$ cat src/rtl/core/csma_pkg.sv
// ----------------------------------------------------------------------------
// csma_pkg
// Shared types, codes and default constants of the CSMA-CA backoff controller.
// ----------------------------------------------------------------------------
package csma_pkg;

	// default parameter values
	localparam int DEF_MAX_EXPONENT = 8;
	localparam int DEF_RANDOM_BITS  = 16;

	// configuration reset values
	localparam logic [7:0] RST_RSSI_THRESHOLD = 8'd50;
	localparam logic [3:0] RST_MIN_BE         = 4'd3;
	localparam logic [3:0] RST_MAX_BE         = 4'd5;
	localparam logic [2:0] RST_MAX_BACKOFFS   = 3'd4;
	localparam logic [2:0] RST_SEND_TRIES     = 3'd2;

	// reported wait saturates just below this
	localparam int WAIT_LIMIT = 'h100;

	// configuration register indexes
	localparam logic [2:0] CFG_RSSI_THRESHOLD = 3'd0;
	localparam logic [2:0] CFG_MIN_BE         = 3'd1;
	localparam logic [2:0] CFG_MAX_BE         = 3'd2;
	localparam logic [2:0] CFG_MAX_BACKOFFS   = 3'd3;
	localparam logic [2:0] CFG_SEND_TRIES     = 3'd4;

	// input action codes
	localparam logic [2:0] ACT_START     = 3'd0;
	localparam logic [2:0] ACT_TICK      = 3'd1;
	localparam logic [2:0] ACT_SAMPLE    = 3'd2;
	localparam logic [2:0] ACT_SEND_DONE = 3'd3;
	localparam logic [2:0] ACT_SEED      = 3'd4;

	// result kinds
	typedef enum logic [1:0] {
		KIND_BACKOFF = 2'd0,
		KIND_SAMPLE  = 2'd1,
		KIND_SEND    = 2'd2,
		KIND_DONE    = 2'd3
	} kind_t;

	// protocol phase of the current request
	typedef enum logic [1:0] {
		PH_IDLE    = 2'd0,
		PH_BACKOFF = 2'd1,
		PH_SAMPLE  = 2'd2,
		PH_SEND    = 2'd3
	} phase_t;

	// sequencer states
	typedef enum logic [1:0] {
		ST_IDLE = 2'd0,
		ST_DIV  = 2'd1,
		ST_EMIT = 2'd2
	} ctrl_state_t;

endpackage

$ cat src/rtl/core/csma_ca_backoff_controller.sv
// ----------------------------------------------------------------------------
// csma_ca_backoff_controller
// Unslotted CSMA-CA transmit controller with an iterative backoff draw.
// ----------------------------------------------------------------------------
// An input word is taken when the sequencer is idle. Words that give no result
// leave the sequencer idle. Words with a result that needs no backoff draw are
// accepted, then loaded into the output register once it is free. Words that
// start a backoff run a restoring remainder unit, one dividend bit per cycle,
// before that load; the input stays stalled until the load. The output register
// holds a finished result while the next input word is already taken.
// Configuration writes are always ready.
module csma_ca_backoff_controller #(
	parameter int MAX_EXPONENT = csma_pkg::DEF_MAX_EXPONENT,
	parameter int RANDOM_BITS  = csma_pkg::DEF_RANDOM_BITS
) (
	input  logic        clk,
	input  logic        arst_n,
	// configuration write channel
	input  logic        cfg_valid,
	output logic        cfg_ready,
	input  logic [2:0]  cfg_index,
	input  logic [7:0]  cfg_data,
	// input channel
	input  logic        in_valid,
	output logic        in_stall,
	input  logic [2:0]  action,
	input  logic        new_seq,
	input  logic [7:0]  frame_seq,
	input  logic [15:0] random_value,
	input  logic [7:0]  rssi,
	// output channel
	output logic        out_valid,
	input  logic        out_stall,
	output logic [1:0]  kind,
	output logic [7:0]  wait_ticks,
	output logic [7:0]  seq_out,
	output logic        success
);

	localparam int EW   = MAX_EXPONENT;
	localparam int RW   = RANDOM_BITS;
	localparam int CNTW = $clog2(RW);
	localparam logic [4:0] MAX_EXP5 = 5'(MAX_EXPONENT);

	// configuration registers
	logic [7:0] rssi_threshold_q;
	logic [3:0] min_be_q;
	logic [3:0] max_be_q;
	logic [2:0] max_backoffs_q;
	logic [2:0] send_tries_q;

	// protocol state
	logic [7:0]        seq_counter_q;
	logic [7:0]        frame_seq_held_q;
	logic [3:0]        busy_count_q;
	logic [3:0]        be_q;
	logic [2:0]        tries_done_q;
	logic              any_sent_q;
	csma_pkg::phase_t  phase_q;
	logic [EW-1:0]     ticks_left_q;

	// next values from the accepted word
	logic [7:0]        seq_counter_n;
	logic [7:0]        frame_seq_held_n;
	logic [3:0]        busy_count_n;
	logic [3:0]        be_n;
	logic [2:0]        tries_done_n;
	logic              any_sent_n;
	csma_pkg::phase_t  phase_n;
	logic [EW-1:0]     ticks_left_n;
	logic              has_res;
	logic              need_div;
	csma_pkg::kind_t   res_kind;
	logic              res_ok;

	// sequencer and remainder unit
	csma_pkg::ctrl_state_t state_q, state_n;
	logic [CNTW-1:0]   div_cnt_q;
	logic [RW-1:0]     dvd_q;
	logic [EW-1:0]     rem_q;
	csma_pkg::kind_t   pend_kind_q;
	logic              pend_ok_q;
	logic              in_acc;
	logic              div_step;
	logic              div_last;
	logic              emit_load;
	logic              out_free;

	// output register
	logic              out_valid_q;
	csma_pkg::kind_t   kind_q;
	logic [7:0]        wait_q;
	logic [7:0]        seq_q;
	logic              success_q;

	// helpers
	logic [3:0]        min_be_clamped;
	logic [3:0]        cap_be;
	logic [4:0]        be_inc;
	logic [3:0]        busy_inc;
	logic [2:0]        tries_inc;
	logic              retry;
	logic [EW-1:0]     ticks_dec;
	logic [47:0]       rnd_ext;
	logic [EW-1:0]     divisor;
	logic [EW:0]       trial;
	logic [EW-1:0]     rem_nxt;
	logic [31:0]       rem_ext;

	assign cfg_ready = 1'b1;
	assign in_acc    = in_valid && !in_stall;
	assign out_free  = !out_valid_q || !out_stall;

	// configuration write decode
	always_ff @(posedge clk or negedge arst_n) begin
		if (!arst_n) begin
			rssi_threshold_q <= csma_pkg::RST_RSSI_THRESHOLD;
			min_be_q         <= csma_pkg::RST_MIN_BE;
			max_be_q         <= csma_pkg::RST_MAX_BE;
			max_backoffs_q   <= csma_pkg::RST_MAX_BACKOFFS;
			send_tries_q     <= csma_pkg::RST_SEND_TRIES;
		end else if (cfg_valid && cfg_ready) begin
			unique case (cfg_index)
				csma_pkg::CFG_RSSI_THRESHOLD: rssi_threshold_q <= cfg_data;
				csma_pkg::CFG_MIN_BE:         min_be_q         <= cfg_data[3:0];
				csma_pkg::CFG_MAX_BE:         max_be_q         <= cfg_data[3:0];
				csma_pkg::CFG_MAX_BACKOFFS:   max_backoffs_q   <= cfg_data[2:0];
				csma_pkg::CFG_SEND_TRIES:     send_tries_q     <= cfg_data[2:0];
				default: ;
			endcase
		end
	end

	// exponent clamps and saturating counters
	always_comb begin
		min_be_clamped = ({1'b0, min_be_q} > MAX_EXP5) ? MAX_EXP5[3:0] : min_be_q;
		cap_be         = ({1'b0, max_be_q} > MAX_EXP5) ? MAX_EXP5[3:0] : max_be_q;
		be_inc         = {1'b0, be_q} + 5'd1;
		busy_inc       = (busy_count_q != 4'hF) ? busy_count_q + 4'd1 : busy_count_q;
		tries_inc      = (tries_done_q != 3'd7) ? tries_done_q + 3'd1 : tries_done_q;
		retry          = tries_inc < send_tries_q;
		ticks_dec      = (ticks_left_q != '0) ? ticks_left_q - EW'(1) : ticks_left_q;
	end

	// protocol step for the accepted word
	always_comb begin
		seq_counter_n    = seq_counter_q;
		frame_seq_held_n = frame_seq_held_q;
		busy_count_n     = busy_count_q;
		be_n             = be_q;
		tries_done_n     = tries_done_q;
		any_sent_n       = any_sent_q;
		phase_n          = phase_q;
		ticks_left_n     = ticks_left_q;
		has_res          = 1'b0;
		need_div         = 1'b0;
		res_kind         = csma_pkg::KIND_BACKOFF;
		res_ok           = 1'b0;
		if (in_acc) begin
			case (action)
				csma_pkg::ACT_START: begin
					if (phase_q == csma_pkg::PH_IDLE) begin
						if (new_seq) begin
							frame_seq_held_n = seq_counter_q;
							seq_counter_n    = seq_counter_q + 8'd1;
						end else begin
							frame_seq_held_n = frame_seq;
						end
						tries_done_n = '0;
						any_sent_n   = 1'b0;
						busy_count_n = '0;
						be_n         = min_be_clamped;
						phase_n      = csma_pkg::PH_BACKOFF;
						has_res      = 1'b1;
						need_div     = 1'b1;
					end
				end
				csma_pkg::ACT_TICK: begin
					if (phase_q == csma_pkg::PH_BACKOFF) begin
						ticks_left_n = ticks_dec;
						if (ticks_dec == '0) begin
							phase_n  = csma_pkg::PH_SAMPLE;
							has_res  = 1'b1;
							res_kind = csma_pkg::KIND_SAMPLE;
						end
					end
				end
				csma_pkg::ACT_SAMPLE: begin
					if (phase_q == csma_pkg::PH_SAMPLE) begin
						if (rssi <= rssi_threshold_q) begin
							phase_n  = csma_pkg::PH_SEND;
							has_res  = 1'b1;
							res_kind = csma_pkg::KIND_SEND;
						end else begin
							busy_count_n = busy_inc;
							be_n = (be_inc < {1'b0, cap_be}) ? be_inc[3:0] : cap_be;
							has_res = 1'b1;
							if (busy_inc > {1'b0, max_backoffs_q}) begin
								// attempt failed
								tries_done_n = tries_inc;
								if (retry) begin
									busy_count_n = '0;
									be_n         = min_be_clamped;
									phase_n      = csma_pkg::PH_BACKOFF;
									need_div     = 1'b1;
								end else begin
									phase_n  = csma_pkg::PH_IDLE;
									res_kind = csma_pkg::KIND_DONE;
									res_ok   = any_sent_q;
								end
							end else begin
								phase_n  = csma_pkg::PH_BACKOFF;
								need_div = 1'b1;
							end
						end
					end
				end
				csma_pkg::ACT_SEND_DONE: begin
					if (phase_q == csma_pkg::PH_SEND) begin
						any_sent_n   = 1'b1;
						tries_done_n = tries_inc;
						has_res      = 1'b1;
						if (retry) begin
							busy_count_n = '0;
							be_n         = min_be_clamped;
							phase_n      = csma_pkg::PH_BACKOFF;
							need_div     = 1'b1;
						end else begin
							phase_n  = csma_pkg::PH_IDLE;
							res_kind = csma_pkg::KIND_DONE;
							res_ok   = 1'b1;
						end
					end
				end
				csma_pkg::ACT_SEED: begin
					seq_counter_n = random_value[7:0];
				end
				default: ;
			endcase
		end
	end

	// remainder unit: divisor 2^be - 1, one dividend bit per cycle
	always_comb begin
		rnd_ext  = {32'b0, random_value};
		divisor  = ~({EW{1'b1}} << be_q);
		trial    = {rem_q, dvd_q[RW-1]};
		rem_nxt  = (trial >= {1'b0, divisor}) ? EW'(trial - {1'b0, divisor}) : trial[EW-1:0];
		div_last = div_step && (div_cnt_q == CNTW'(RW - 1));
		rem_ext  = 32'(rem_q);
	end

	// sequencer next state
	always_comb begin
		state_n = state_q;
		unique case (state_q)
			csma_pkg::ST_IDLE: begin
				if (in_acc && need_div) begin
					state_n = csma_pkg::ST_DIV;
				end else if (in_acc && has_res) begin
					state_n = csma_pkg::ST_EMIT;
				end
			end
			csma_pkg::ST_DIV: begin
				if (div_cnt_q == CNTW'(RW - 1)) begin
					state_n = csma_pkg::ST_EMIT;
				end
			end
			csma_pkg::ST_EMIT: begin
				if (out_free) begin
					state_n = csma_pkg::ST_IDLE;
				end
			end
			default: state_n = csma_pkg::ST_IDLE;
		endcase
	end

	// sequencer outputs
	always_comb begin
		in_stall  = 1'b1;
		div_step  = 1'b0;
		emit_load = 1'b0;
		unique case (state_q)
			csma_pkg::ST_IDLE: in_stall  = 1'b0;
			csma_pkg::ST_DIV:  div_step  = 1'b1;
			csma_pkg::ST_EMIT: emit_load = out_free;
			default: ;
		endcase
	end

	// control and protocol state
	always_ff @(posedge clk or negedge arst_n) begin
		if (!arst_n) begin
			state_q          <= csma_pkg::ST_IDLE;
			div_cnt_q        <= '0;
			seq_counter_q    <= '0;
			frame_seq_held_q <= '0;
			busy_count_q     <= '0;
			be_q             <= '0;
			tries_done_q     <= '0;
			any_sent_q       <= 1'b0;
			phase_q          <= csma_pkg::PH_IDLE;
			ticks_left_q     <= '0;
		end else begin
			state_q <= state_n;
			if (in_acc) begin
				seq_counter_q    <= seq_counter_n;
				frame_seq_held_q <= frame_seq_held_n;
				busy_count_q     <= busy_count_n;
				be_q             <= be_n;
				tries_done_q     <= tries_done_n;
				any_sent_q       <= any_sent_n;
				phase_q          <= phase_n;
				ticks_left_q     <= ticks_left_n;
				div_cnt_q        <= '0;
			end else if (div_step) begin
				div_cnt_q <= div_cnt_q + CNTW'(1);
				if (div_last) begin
					ticks_left_q <= (be_q == '0) ? '0 : rem_nxt;
				end
			end
		end
	end

	// remainder datapath and pending result
	always_ff @(posedge clk) begin
		if (in_acc) begin
			dvd_q       <= rnd_ext[RW-1:0];
			rem_q       <= '0;
			pend_kind_q <= res_kind;
			pend_ok_q   <= res_ok;
		end else if (div_step) begin
			dvd_q <= {dvd_q[RW-2:0], 1'b0};
			rem_q <= (div_last && be_q == '0) ? '0 : rem_nxt;
		end
	end

	// output register
	always_ff @(posedge clk or negedge arst_n) begin
		if (!arst_n) begin
			out_valid_q <= 1'b0;
		end else if (emit_load) begin
			out_valid_q <= 1'b1;
		end else if (!out_stall) begin
			out_valid_q <= 1'b0;
		end
	end

	always_ff @(posedge clk) begin
		if (emit_load) begin
			kind_q    <= pend_kind_q;
			seq_q     <= frame_seq_held_q;
			success_q <= pend_ok_q;
			if (pend_kind_q == csma_pkg::KIND_BACKOFF) begin
				wait_q <= (rem_ext >= 32'(csma_pkg::WAIT_LIMIT)) ? 8'hFF : rem_ext[7:0];
			end else begin
				wait_q <= '0;
			end
		end
	end

	assign out_valid  = out_valid_q;
	assign kind       = kind_q;
	assign wait_ticks = wait_q;
	assign seq_out    = seq_q;
	assign success    = success_q;

	// partial remainder stays below the divisor while the unit runs
	a_rem_below_divisor: assert property (@(posedge clk) disable iff (!arst_n)
		(state_q == csma_pkg::ST_DIV && be_q != '0) |-> (rem_q < divisor))
		else $error("remainder not below divisor");

	// a backoff draw only runs in the backoff phase
	a_div_in_backoff: assert property (@(posedge clk) disable iff (!arst_n)
		(state_q == csma_pkg::ST_DIV) |-> (phase_q == csma_pkg::PH_BACKOFF))
		else $error("backoff draw outside backoff phase");

	// a finished request leaves the protocol idle
	a_done_idle: assert property (@(posedge clk) disable iff (!arst_n)
		(state_q == csma_pkg::ST_EMIT && pend_kind_q == csma_pkg::KIND_DONE)
		|-> (phase_q == csma_pkg::PH_IDLE))
		else $error("request finished while protocol busy");

	// a loaded result shows up on the output next cycle
	a_load_shows: assert property (@(posedge clk) disable iff (!arst_n)
		emit_load |=> out_valid_q)
		else $error("loaded result not presented");

	// success only accompanies a finished request
	a_success_kind: assert property (@(posedge clk) disable iff (!arst_n)
		(out_valid_q && kind_q != csma_pkg::KIND_DONE) |-> !success_q)
		else $error("success flag on wrong kind");

endmodule

$ cat config.mk
export PLATFORM = sky130hd
export DESIGN_NAME = csma_ca_backoff_controller
export DESIGN_NICKNAME = d
export VERILOG_FILES = /design/src/rtl/core/csma_pkg.sv /design/src/rtl/core/csma_ca_backoff_controller.sv
export SDC_FILE = /design/constraint.sdc
export NUM_CORES = 1
export LEC_CHECK = 0
export BUFFER_PORTS_ARGS = -buffer_cell sky130_fd_sc_hd__clkbuf_2
export CAP_MARGIN = 30
export CORE_MARGIN = 2
export CORE_UTILIZATION = 53
export CTS_CLUSTER_DIAMETER = 150
export DETAILED_ROUTE_END_ITERATION = 10
export GPL_ROUTABILITY_DRIVEN = 0
export GPL_TIMING_DRIVEN = 0
export PLACE_DENSITY = 0.77
export SLEW_MARGIN = 20
export SYNTH_ARGS = -nofsm -noshare
export SYNTH_HDL_FRONTEND = slang
export SYNTH_SLANG_ARGS = --single-unit
$ cat constraint.sdc
create_clock -name clk -period 2.9 [get_ports clk]
set_input_delay 0.58 -clock clk [delete_from_list [all_inputs] [get_ports clk]]
set_output_delay 0.58 -clock clk [all_outputs]
set_load 0.02 [all_outputs]
# [Word-level counts from Yosys, hierarchy flattened]
# Cells that the tools add are included.
[op_classes] add_sub_neg=7 multipliers=0 div=0 order_cmp=8 n_eq_ne=31 shift=1 muxes=96 n_bitwise=1 reduce_logical=35
[op_table] cell="8-bit 2-to-1 mux" n=13
[op_table] cell="4-bit 2-to-1 mux" n=20
[op_table] cell="16-bit 2-to-1 mux" n=2
[op_table] cell="2-bit 2-to-1 mux" n=15
[op_table] cell="1-bit 2-to-1 mux" n=29
[op_table] cell="4-bit case mux with 3 select lines" n=2
[op_table] cell="2-bit != test, second input constant" n=11
[op_table] cell="7-bit AND reduction" n=3
[op_table] cell="3-bit 2-to-1 mux" n=6
[op_table] cell="8-bit case mux with 2 select lines" n=1
[op_table] cell="3-bit by 2-bit == test with 1-bit output, second input constant" n=4
[op_table] cell="2-bit case mux with 3 select lines" n=2
[op_table] cell="4-bit AND reduction" n=3
[op_table] cell="2-bit AND reduction" n=5
[op_table] cell="8-bit by 9-bit greater-or-equal comparator with 1-bit output, second input constant" n=1
[op_table] cell="9-bit by 8-bit greater-or-equal comparator with 1-bit output" n=1
[op_table] cell="3-bit case mux with 3 select lines" n=1
[op_table] cell="4-bit by 1-bit adder with 4-bit output, second input constant" n=2
[op_table] cell="8-bit by 1-bit adder with 8-bit output, second input constant" n=1
[op_table] cell="4-bit greater-than comparator, second input constant" n=2
[op_table] cell="8-bit <= comparator" n=1
[op_table] cell="8-bit logical NOT" n=1
[op_table] cell="8-bit inverter" n=1
[op_table] cell="2-bit case mux with 4 select lines" n=1
[op_table] cell="31 further kinds" n=51
[word_totals] regBits=113 latch_bits=0 mem_bits_rw=0 mem_bits_ro=0 inputBits=52 output_inout_bits=22 wordCells=203 n_memories=0

# [Longest topological paths before layout]
# Gate-level depths: netlist (run 1).
[depth] word_depth=12 mapped_depth=13 depth_no_buf=12

# [Least setup slack after synthesis (run 1)]
# No wires, ideal clock.
[synth_timing] path_kind="register to register" start="reg be_q[1]" end="reg ticks_left_q[0]" t_arrival_ps=2652 t_required_ps=2807 slack_ps=155 path_stages_with_launch=14 n_path_buf=1 synth_period_minus_slack_ps=2745 path_cell_list="dfrtp_1 -> ha_1 -> inv_1 -> ha_1 -> nor2b_1 -> ha_1 -> nand3_1 -> o21bai_1 -> a32oi_1 -> o21ai_1 -> and2_1 -> clkbuf_1 -> mux2_1 -> o221ai_1"
[synth_via] elab_chain_len=8 word_cells_on_any_way=10 classes_between="add/sub: 1; order compare: 1; shift: 1; mux: 5; bitwise: 1; reduce/logical: 1"
[synth_lines] element="start, declared" line="csma_ca_backoff_controller.sv:56" text="logic [3:0] be_q;"
[synth_lines] element="start signal, assigned" line="csma_ca_backoff_controller.sv:310" text="be_q <= be_n;"
[synth_lines] element="8-bit by 4-bit << shifter with 8-bit output" line="csma_ca_backoff_controller.sv:246" text="divisor = ~({EW{1'b1}} << be_q);"
[synth_lines] element="8-bit inverter" line="csma_ca_backoff_controller.sv:246"
[synth_lines] element="8-bit subtractor or 9-bit by 8-bit greater-or-equal comparator with 1-bit output (tied branches)" line="csma_ca_backoff_controller.sv:248" text="rem_nxt = (trial >= {1'b0, divisor}) ? EW'(trial - {1'b0, divisor}) : trial[EW-1:0];"
[synth_lines] element="8-bit 2-to-1 mux" line="csma_ca_backoff_controller.sv:248"
[synth_lines] element="8-bit 2-to-1 mux (*)" line="csma_ca_backoff_controller.sv:319" text="ticks_left_q <= (be_q == '0) ? '0 : rem_nxt;"
[synth_lines] element="8-bit 2-to-1 mux (*)" line="csma_ca_backoff_controller.sv:318" text="if (div_last) begin"
[synth_lines] element="8-bit 2-to-1 mux (*)" line="csma_ca_backoff_controller.sv:316" text="end else if (div_step) begin"
[synth_lines] element="8-bit 2-to-1 mux (*)" line="csma_ca_backoff_controller.sv:306" text="if (in_acc) begin"
[synth_lines] element="end signal, assigned" line="csma_ca_backoff_controller.sv:314" text="ticks_left_q <= ticks_left_n;"
[synth_lines] element="end signal, assigned" line="csma_ca_backoff_controller.sv:319"
[synth_lines] element="end, declared" line="csma_ca_backoff_controller.sv:60" text="logic [EW-1:0] ticks_left_q;"
# Mark *: on every way between the ends. The rest lies on a longest branch, timed or not. The select of a mux whose other input is x is not followed.
# A chain may end at the register's enable or synchronous reset.

# [Worst setup path in the final report (run 1)]
[layout_timing] start="reg busy_count_q[0]" end="reg be_q[3]"
[layout_via] elab_chain_len=7 word_cells_on_any_way=8 classes_between="add/sub: 1; order compare: 1; eq/ne: 1; mux: 5"
[layout_lines] element="start, declared" line="csma_ca_backoff_controller.sv:55" text="logic [3:0] busy_count_q;"
[layout_lines] element="start signal, assigned" line="csma_ca_backoff_controller.sv:309" text="busy_count_q <= busy_count_n;"
[layout_lines] element="4-bit by 1-bit adder with 4-bit output or 4-bit != test (tied branches)" line="csma_ca_backoff_controller.sv:139" text="busy_inc = (busy_count_q != 4'hF) ? busy_count_q + 4'd1 : busy_count_q;"
[layout_lines] element="4-bit 2-to-1 mux (*)" line="csma_ca_backoff_controller.sv:139"
[layout_lines] element="4-bit by 3-bit greater-than comparator with 1-bit output (*)" line="csma_ca_backoff_controller.sv:198" text="if (busy_inc > {1'b0, max_backoffs_q}) begin"
[layout_lines] element="4-bit 2-to-1 mux (*)" line="csma_ca_backoff_controller.sv:198"
[layout_lines] element="4-bit 2-to-1 mux (*)" line="csma_ca_backoff_controller.sv:190" text="if (rssi <= rssi_threshold_q) begin"
[layout_lines] element="4-bit 2-to-1 mux (*)" line="csma_ca_backoff_controller.sv:189" text="if (phase_q == csma_pkg::PH_SAMPLE) begin"
[layout_lines] element="4-bit case mux with 3 select lines (*)" line="csma_ca_backoff_controller.sv:160" text="case (action)"
# Marked as above.

==> results of run 1 <==
==> power by group <==
group | total, uW | leakage [uW] | internal [uW] | switching, uW
clock network | 2000 | 0.000273 | 1260 | 738
registers | 2550 | 0.00127 | 2200 | 353
logic | 3180 | 0.00176 | 1340 | 1840
==> cell usage in the layout (no fill, tap or decap), types with 16 or more instances in the layout <==
cell,synthesis,layout
edfxtp_1,38,38
a21oi_1,38,36
mux2i_1,20,19
mux2_2,16,16
clkbuf_2,0,69
dfrtp_1,58,57
ha_1,34,32
nand3_1,19,19
clkbuf_16,0,17
o21ai_0,54,53
nand2_1,124,124
inv_1,36,36
nor2_1,26,26
==> layer usage <==
metal | vias up | global-route usage | part of all wire
met5 | - | 0 | 0
met4 | 0 | 0.0848 | 0.019
met3 | 33 | 0.0446 | 0.058
met2 | 181 | 0.376 | 0.48
met1 | 2402 | 0.301 | 0.44
li1 | 2492 | - | -
==> Yosys cell counts, types with 5 or more instances <==
cell and number:
edfxtp_1 38, inv_1 36, nand3_1 19, xnor2_1 7, o31ai_1 7, nor3_1 13
and2_1 9, nor2b_1 13, o21ai_0 54, dfstp_2 9, nor2_1 26, mux2i_1 20
o21ai_1 9, o22ai_1 5, dfrtp_1 58, and3_1 5, ha_1 34, nor4_1 6
nand2b_1 10, a21oi_1 38, mux2_2 16, nand2_1 124, dfxtp_1 8, clkbuf_1 17
==> worst paths after layout <==
path                                             start                              end  slack, ns
max                        busy_count_q[0]$_DFFE_PN0P_              be_q[3]$_DFFE_PN0P_       0.06
min                                             arst_n  rssi_threshold_q[0]$_DFFE_PN0P_       0.13
max reg2reg                busy_count_q[0]$_DFFE_PN0P_              be_q[3]$_DFFE_PN0P_       0.06
min reg2reg                        pend_ok_q$_DFFE_PP_                success$_DFFE_PP_       0.42
max in group asynchronous                       arst_n      send_tries_q[1]$_DFFE_PN1P_       2.17
min in group clk                           cfg_data[4]  rssi_threshold_q[4]$_DFFE_PN1P_       0.37
==> per-stage QoR <==
stage / TNS, ns / cell area, um2
after global routing: -0.558 / 7390
final: 0 / 7390
after detailed placement: -0.539 / 6720
after CTS: 0 / 7300
after floorplan: 0 / 6160
after global placement: -0.205 / 6690
==> critical path: stages (launching register included) <==
cell and delay, ns:
dfrtp_1 0.44, ha_1 0.27, nand3_1 0.17, mux2i_2 0.25
inv_1 0.07, ha_1 0.30, a211oi_2 0.24, o22ai_2 0.17
a211o_2 0.39, nand2_1 0.08, o21ai_1 0.07, mux2_2 0.26
==> sequential cells by signal, summed over array words and instances (netlist names), 8 cells and up <==
signal	cells
rem_q	8
seq_out	8
dvd_q	16
ticks_left_q	8
wait_ticks	8
frame_seq_held_q	8
rssi_threshold_q	8
seq_counter_q	8
==> final cells by class <==
cell class                 count  area [um2]  share of cell area
multi-input combinational    477        3030               0.409
sequential                   113        2990               0.405
clock buffer                  18         429              0.0581
timing repair buffer          75         409              0.0553
tap                          143         179              0.0242
clock inverter                14         141              0.0191
inverter                      36         135              0.0183
buffer                        20        82.6              0.0112
==> logic make-up after synthesis <==
kind of cell,after synthesis,share of synthesized area
fa+ha+maj,35,0.0723
flops,113,0.485
compound gates,146,0.138
other cells,1,0.000609
xor+xnor,8,0.0114
simple gates,248,0.190
mux,38,0.0660
buf+inv,58,0.0363
==> repair_timing <==
item                       in CTS  in global routing
buffers inserted                0                  4
setup endpoints to repair      17                 23
gates cloned                    0                  1
pin swaps                       0                  3
gates resized for setup         3                 15
==> summary.txt, run 1 <==
Outcome
  • Outcome: finished, final reports clean

Synth
  • Area contributors post-synth: dfrtp_1, edfxtp_1, nand2_1
  • Asr flop ratio synth: 0.593
  • Synth Cell Area: 0.00616 mm2
  • Largest area contributor in the netlist: dfrtp_1
  • Seq/Total Area, Yosys: 0.485
  • Predominant post-synthesis flop cell: dfrtp_1
  • Post-synth cell types: 62
  • Post-synth EDFFs: 38
  • Warnings from Yosys: 0
  • Number of synthesized register bits: 113
  • Syn_nets: 734
  • Synth Instances: 647
  • Post-synth top area share: 0.236
  • Syn Area/Cell: 9.52 um2

Pwr
  • LEAKAGE: 0.00331 uW
  • Peak VDD IR: 502 uV
  • Tot Pwr: 7720 uW
  • Pwr Density: 1040 mW/mm2

Die
  • DIE AREA: 0.0125 mm2
  • Die Span X: 112 um
  • Initial Utilization: 0.542
  • Chip height: 112 um
  • Boundary Pins: 74
  • Rows: 39
  • Core Box Area: 0.0114 mm2

Finish
  • Post-route insts no fill: 896
  • Synthesis-to-finish area growth: 20.0%
  • Fin nets: 827
  • Antenna diodes: 0
  • Share of cells above drive strength 1: 0.207
  • Core Util, Final: 0.650
  • # fillers: 883

Clocking
  • Clock tree from TritonCTS: built
  • Root cell of the clock tree: clkbuf_16
  • Clock latency on the worst-skew pair: 0.41 ns
  • CTS sink cnt: 113
  • H-tree levels: 4
  • Reg clk slew, reported paths: 0.05 ns
  • Post-CTS Hold Buffers: 0
  • Deepest clock path buffer count: 2
  • CTS Buf Count: 17

Global routing
  • GRT Total Usage: 0.228
  • Initial antenna violation count: 0
  • Global-route wire length before repair: 23.3 mm
  • Grt ovf: 0
  • Number of global-route vias before repair: 4977
  • Largest net degree at the start of global routing: 40

Worst setup path
  • Worst Path Required: 3.19 ns
  • Crit Path Category: reg -> reg
  • Worst setup EP type: flop
  • Cell count of the worst reg-to-reg path: 11
  • Worst Path Max Fanout: 5
  • CP startpoint kind: flop
  • Worst EP arrival: 3.13 ns

Detailed routing
  • Via count: 5108
  • Final wirelength: 13.9 mm
  • Per-cell routed wire length: 15.5 um
  • DRC viols: 0
  • DR iter-0 viols: 357
  • TritonRoute pass-1 iters: 5
  • DR vias/cell: 5.70
  • Post-DRT Antenna Nets: 0

Timing
  • Hold Fails Final Rpt: 0
  • Setup Skew: 0.00656 ns
  • Min setup slack post-route: 0.0571 ns
  • Final number of setup-violating endpoints: 0
  • Minimum clock period after layout: 2.84 ns
  • RSZ-0062 raised after global routing: yes
  • Max_slew headroom: 0.487
  • Worst-Margin Slew: 0.763 ns
  • Hold WS: 0.133 ns
  • Tcrit/Tclk final: 0.980
  • Max Freq: 352 MHz
  • Pins Over Slew Limit: 0

Place
  • DP HPWL: 10.1 mm
  • Dpl cells: 861
  • Port bufs: 69
  • Setup WS pre-CTS: -0.147 ns

Hold path
  • Hold Crit Class: in -> async

Run
  • MaxCap Viol Count: 0
(Power assumes the default switching activity.)
==> inputs of run 2 (changes only) <==
--- a/config.mk
+++ b/config.mk
@@ -7,8 +7,10 @@
 export LEC_CHECK = 0
 export BUFFER_PORTS_ARGS = -buffer_cell sky130_fd_sc_hd__clkbuf_2
 export CAP_MARGIN = 30
+export CELL_PAD_IN_SITES_DETAIL_PLACEMENT = 0
+export CELL_PAD_IN_SITES_GLOBAL_PLACEMENT = 1
 export CORE_MARGIN = 2
-export CORE_UTILIZATION = 53
+export CORE_UTILIZATION = 41
 export CTS_CLUSTER_DIAMETER = 150
 export DETAILED_ROUTE_END_ITERATION = 10
 export GPL_ROUTABILITY_DRIVEN = 0
==> summary.txt, run 2 (synthesis gave the netlist of run 1 again) <==
Timing
  • RSZ-0062 raised after global routing: yes
  • Setup Skew: 0.00882 ns
  • Max Freq: 353 MHz
  • Max_slew headroom: 0.478
  • Tcrit/Tclk final: 0.977
  • Hold Fails Final Rpt: 0
  • Worst-Margin Slew: 0.775 ns
  • Final number of setup-violating endpoints: 0
  • Minimum clock period after layout: 2.83 ns
  • Pins Over Slew Limit: 0

Pwr
  • Switching power: 2930 uW
  • Tot Pwr: 7760 uW
  • Sequential Power Share: 0.331
  • Peak VDD IR: 527 uV
  • Switch share: 0.378
  • Pwr Density: 1030 mW/mm2
  • Gate power share: 0.419
  • Pint: 4820 uW
  • LEAKAGE: 0.00332 uW
  • Clock group share of total power: 0.250

Worst setup path
  • Crit Path Category: reg -> reg
  • Worst EP arrival: 2.97 ns
  • Cell count of the worst reg-to-reg path: 11
  • Reg-to-reg endpoint: pend_kind_q[0]$_DFFE_PP_
  • Worst Path Max Fanout: 5
  • Worst setup EP type: flop
  • R2r setup slk: 0.07 ns
  • Worst Path Required: 3.03 ns
  • CP startpoint kind: flop
  • Reg2reg start: busy_count_q[0]$_DFFE_PN0P_

Die
  • Initial Utilization: 0.422
  • Boundary Pins: 74
  • Chip height: 127 um
  • Core Box Area: 0.0146 mm2
  • Rows: 44
  • Die Span X: 127 um
  • DIE AREA: 0.0160 mm2

Finish
  • Fin nets: 832
  • Share of cells above drive strength 1: 0.216
  • Post-route insts no fill: 942
  • Top reg by flops: dvd_q
  • Synthesis-to-finish area growth: 21.6%
  • Commonest non-fill, non-tap cell in the layout: nand2_1
  • Cell area after layout: 0.00749 mm2
  • Largest register FFs: 16
  • Most frequent cells in the layout: nand2_1, clkbuf_2, dfrtp_1
  • # fillers: 1331
  • Antenna diodes: 0

Clocking
  • H-tree levels: 4
  • CTS sink cnt: 113
  • Root cell of the clock tree: clkbuf_16
  • CTS Buf Count: 17
  • Reg clk slew, reported paths: 0.05 ns
  • Clock tree from TritonCTS: built
  • Clock latency on the worst-skew pair: 0.42 ns
  • Deepest clock path buffer count: 2
  • Post-CTS Hold Buffers: 0

Detailed routing
  • Via count: 4986
  • Per-cell routed wire length: 14.9 um
  • Post-DRT Antenna Nets: 0
  • DR vias/cell: 5.29
  • TritonRoute pass-1 iters: 5
  • DRC viols: 0
  • Final wirelength: 14.0 mm
  • DR iter-0 viols: 353

Place
  • Port bufs: 69
  • Dpl cells: 902
  • DP HPWL: 10.5 mm
  • DP Area: 0.00678 mm2

Run
  • MaxCap Viol Count: 0

Global routing
  • Largest net degree at the start of global routing: 38
  • Global-route wire length before repair: 23.3 mm
  • GRT Total Usage: 0.181
  • Number of global-route vias before repair: 4933
  • Initial antenna violation count: 0
  • Grt ovf: 0

Hold path
  • Hold Crit Class: in -> async

Outcome
  • Outcome: finished, final reports clean
run 2: critical path, stage by stage (launching register included):
cell and delay (ns):
dfrtp_1 0.43, ha_1 0.26, nand3_1 0.16, mux2i_2 0.25, inv_1 0.07, ha_1 0.30, a211oi_2 0.24, o22ai_2 0.16
nor2b_1 0.17, nor2b_1 0.13, o21ai_0 0.22, o31ai_1 0.16
run 2: power groups by stage:
| stage | clock, uW | sequential [uW] | combinational (uW) |
|---|---|---|---|
| 5_1_grt | 2060 | 2630 | 3680 |
| 3_3_place_gp | 0 | 2540 | 2900 |
| 3_5_place_dp | 0 | 2570 | 2990 |
| 6_report | 1940 | 2560 | 3250 |
| 2_1_floorplan | 0 | 2490 | 2270 |
| 4_1_cts | 1980 | 2540 | 3030 |
run 2: worst max path at each step:
stage,cells after the start,startpoint,slack (ns),endpoint
finish,11,busy_count_q[0]$_DFFE_PN0P_,0.07,pend_kind_q[0]$_DFFE_PP_
global placement,13,be_q[1]$_DFFE_PN0P_,-0.14,ticks_left_q[0]$_DFFE_PN0P_
global route,11,busy_count_q[1]$_DFFE_PN0P_,-0.06,be_q[3]$_DFFE_PN0P_
detailed placement,13,be_q[1]$_DFFE_PN0P_,-0.17,ticks_left_q[0]$_DFFE_PN0P_
floorplan,13,be_q[1]$_DFFE_PN0P_,0.16,ticks_left_q[0]$_DFFE_PN0P_
CTS,12,be_q[1]$_DFFE_PN0P_,0.007,ticks_left_q[0]$_DFFE_PN0P_
run 2: final cells by class:
class                           count  area, um2  share of cell area
Multi-Input combinational cell    476       3040               0.405
Sequential cell                   113       2990               0.399
Timing Repair Buffer               82        462              0.0616
Clock buffer                       19        443              0.0591
Tap cell                          184        230              0.0307
Inverter                           36        135              0.0180
Clock inverter                     13        115              0.0154
Buffer                             19       78.8              0.0105
run 2: repair_timing:
| action | CTS | global route |
|---|---|---|
| gates resized for setup | 3 | 20 |
| pin swaps | 1 | 4 |
| buffers inserted | 1 | 10 |
| setup endpoints to repair | 21 | 28 |
run 2: per-layer routing:
layer,vias up,track usage,share of wire
li1,2493,-,-
met5,-,0,0
met3,22,0.0396,0.045
met1,2357,0.240,0.47
met2,114,0.284,0.46
met4,0,0.0834,0.020
run 2: through the flow:
step                      TNS (ns)  utilization  worst slack [ns]  hold WS [ns]
after floorplan                  0            -             0.155         0.284
after global placement      -0.735        0.462            -0.145         0.410
after detailed placement    -0.891        0.464            -0.171         0.414
after CTS                        0        0.503           0.00658         0.137
after global routing        -0.271        0.514           -0.0588         0.155
final                            0        0.514            0.0664         0.133
==> inputs of run 3 (changes only) <==
--- a/config.mk
+++ b/config.mk
@@ -15,6 +15,7 @@
 export DETAILED_ROUTE_END_ITERATION = 10
 export GPL_ROUTABILITY_DRIVEN = 0
 export GPL_TIMING_DRIVEN = 0
+export HOLD_SLACK_MARGIN = 0.15
 export PLACE_DENSITY = 0.77
 export SLEW_MARGIN = 20
 export SYNTH_ARGS = -nofsm -noshare
==> constraint.sdc (replaced) <==
create_clock -name clk -period 2.9 [get_ports clk]
set_input_delay 0.58 -clock clk [delete_from_list [all_inputs] [get_ports clk]]
set_output_delay 0.58 -clock clk [all_outputs]
set_load 0.005 [all_outputs]
==> summary.txt, run 3 (synthesis gave the netlist of run 1 again) <==
Finish
  • Top reg by flops: dvd_q
  • Post-route insts no fill: 943
  • Synthesis-to-finish area growth: 21.8%
  • Antenna diodes: 0
  • Fin nets: 833
  • Commonest non-fill, non-tap cell in the layout: nand2_1
  • Most frequent cells in the layout: nand2_1, clkbuf_2, dfrtp_1
  • Share of cells above drive strength 1: 0.216
  • Largest register FFs: 16

Worst setup path
  • Worst EP arrival: 2.96 ns
  • Crit Path Category: reg -> reg
  • R2r setup slk: 0.07 ns
  • Worst Path Max Fanout: 5
  • Worst Path Required: 3.03 ns
  • CP startpoint kind: flop
  • Worst setup EP type: flop

Global routing
  • Global-route wire length before repair: 23.3 mm
  • Initial antenna violation count: 0
  • Number of global-route vias before repair: 4936
  • GRT Total Usage: 0.181
  • Largest net degree at the start of global routing: 38
  • Grt ovf: 0

Timing
  • Pins Over Slew Limit: 0
  • RSZ-0062 raised after global routing: yes
  • Hold WS: 0.373 ns
  • Minimum clock period after layout: 2.83 ns
  • Max_slew headroom: 0.479
  • Final number of setup-violating endpoints: 0
  • Worst-Margin Slew: 0.774 ns
  • Setup Skew: 0.00999 ns
  • Hold Fails Final Rpt: 0
  • Max Freq: 354 MHz
  • Tcrit/Tclk final: 0.975

Run
  • MaxCap Viol Count: 0

Clocking
  • H-tree levels: 4
  • Root cell of the clock tree: clkbuf_16
  • Clock tree from TritonCTS: built
  • CTS sink cnt: 113
  • Reg clk slew, reported paths: 0.05 ns
  • CTS Buf Count: 17
  • Clock latency on the worst-skew pair: 0.42 ns
  • Deepest clock path buffer count: 2

Detailed routing
  • DR iter-0 viols: 353
  • Final wirelength: 14.0 mm
  • Per-cell routed wire length: 14.9 um
  • Post-DRT Antenna Nets: 0
  • DR vias/cell: 5.30
  • DRC viols: 0
  • Via count: 4996
  • TritonRoute pass-1 iters: 5

Pwr
  • Sequential Power Share: 0.333
  • Switching power: 2890 uW
  • Clock group share of total power: 0.251
  • Pwr Density: 1030 mW/mm2
  • Gate power share: 0.416
  • Pint: 4820 uW
  • LEAKAGE: 0.00332 uW
  • Switch share: 0.375
  • Peak VDD IR: 524 uV

Place
  • Port bufs: 69
  • Dpl cells: 902
  • DP HPWL: 10.5 mm

Die
  • Boundary Pins: 74
  • Rows: 44
  • Initial Utilization: 0.422
  • Chip height: 127 um
  • Die Span X: 127 um
  • Core Box Area: 0.0146 mm2
  • DIE AREA: 0.0160 mm2

Outcome
  • Outcome: finished, final reports clean

Hold path
  • Hold Crit Class: in -> reg
-- run 3: changes by cell type in the layout (fill, tap and decap cells not counted), sizes merged --
cell | before | now
dlygate4sd3 | 0 | 1
-- run 3: final cells by class --
type | instances | area (um2)
clock inverter | 13 | 115
timing repair buffer | 83 | 472
tap | 184 | 230
inverter | 36 | 135
clock buffer | 19 | 443
buffer | 19 | 78.8
fill | 1331 | 7090
sequential | 113 | 2990
multi-input combinational | 476 | 3040
-- run 3: metal layers --
metal  share of wire  GRT usage  wire, um
met1            0.47      0.240      6610
met2            0.46      0.285      6510
met3           0.043     0.0396       604
met4           0.020     0.0834       286
met5               0          0         0
-- run 3: path summary, 6_finish.rpt --
| check | start | endpoint | depth (start not counted) |
|---|---|---|---|
| max | busy_count_q[0]$_DFFE_PN0P_ | pend_kind_q[0]$_DFFE_PP_ | 11 |
| min | cfg_data[5] | rssi_threshold_q[5]$_DFFE_PN1P_ | 3 |
| max reg2reg | busy_count_q[0]$_DFFE_PN0P_ | pend_kind_q[0]$_DFFE_PP_ | 11 |
| min reg2reg | pend_ok_q$_DFFE_PP_ | success$_DFFE_PP_ | 0 |
| max in group asynchronous | arst_n | rssi_threshold_q[1]$_DFFE_PN1P_ | 3 |
| min in group asynchronous | arst_n | rssi_threshold_q[7]$_DFFE_PN0P_ | 2 |
-- run 3: worst max-delay path, cell delays in order, from the launching register on --
cell and delay (ns):
dfrtp_1 0.43, ha_1 0.26, nand3_1 0.16, mux2i_2 0.25, inv_1 0.07, ha_1 0.30, a211oi_2 0.24, o22ai_2 0.16
nor2b_1 0.17, nor2b_1 0.13, o21ai_0 0.22, o31ai_1 0.15
-- run 3: timing repair --
action	4_1_cts	5_1_grt
setup endpoints to repair	21	28
buffers inserted	1	10
pin swaps	1	4
cloned	0	0
hold buffers	1	0
endpoints found under the hold margin	24	0
resized for setup	3	20
-- run 3: through the flow --
stage	setup slack [ns]	setup TNS, ns	utilization	power, uW	cell area (um2)
4_1_cts	0.00658	0	0.504	7510	7350
5_1_grt	-0.0588	-0.277	0.514	8340	7500
3_5_place_dp	-0.171	-0.891	0.464	5520	6780
2_1_floorplan	0.155	0	-	4720	6160
6_report	0.0726	0	0.514	7710	7500
3_3_place_gp	-0.145	-0.735	0.462	5400	6740
-- run 3: power groups by stage --
stage,combinational (uW),clock [uW],sequential [uW]
CTS,2990,1980,2540
detailed placement,2950,0,2570
global route,3640,2060,2630
finish,3210,1940,2570
global placement,2860,0,2540
floorplan,2270,0,2460
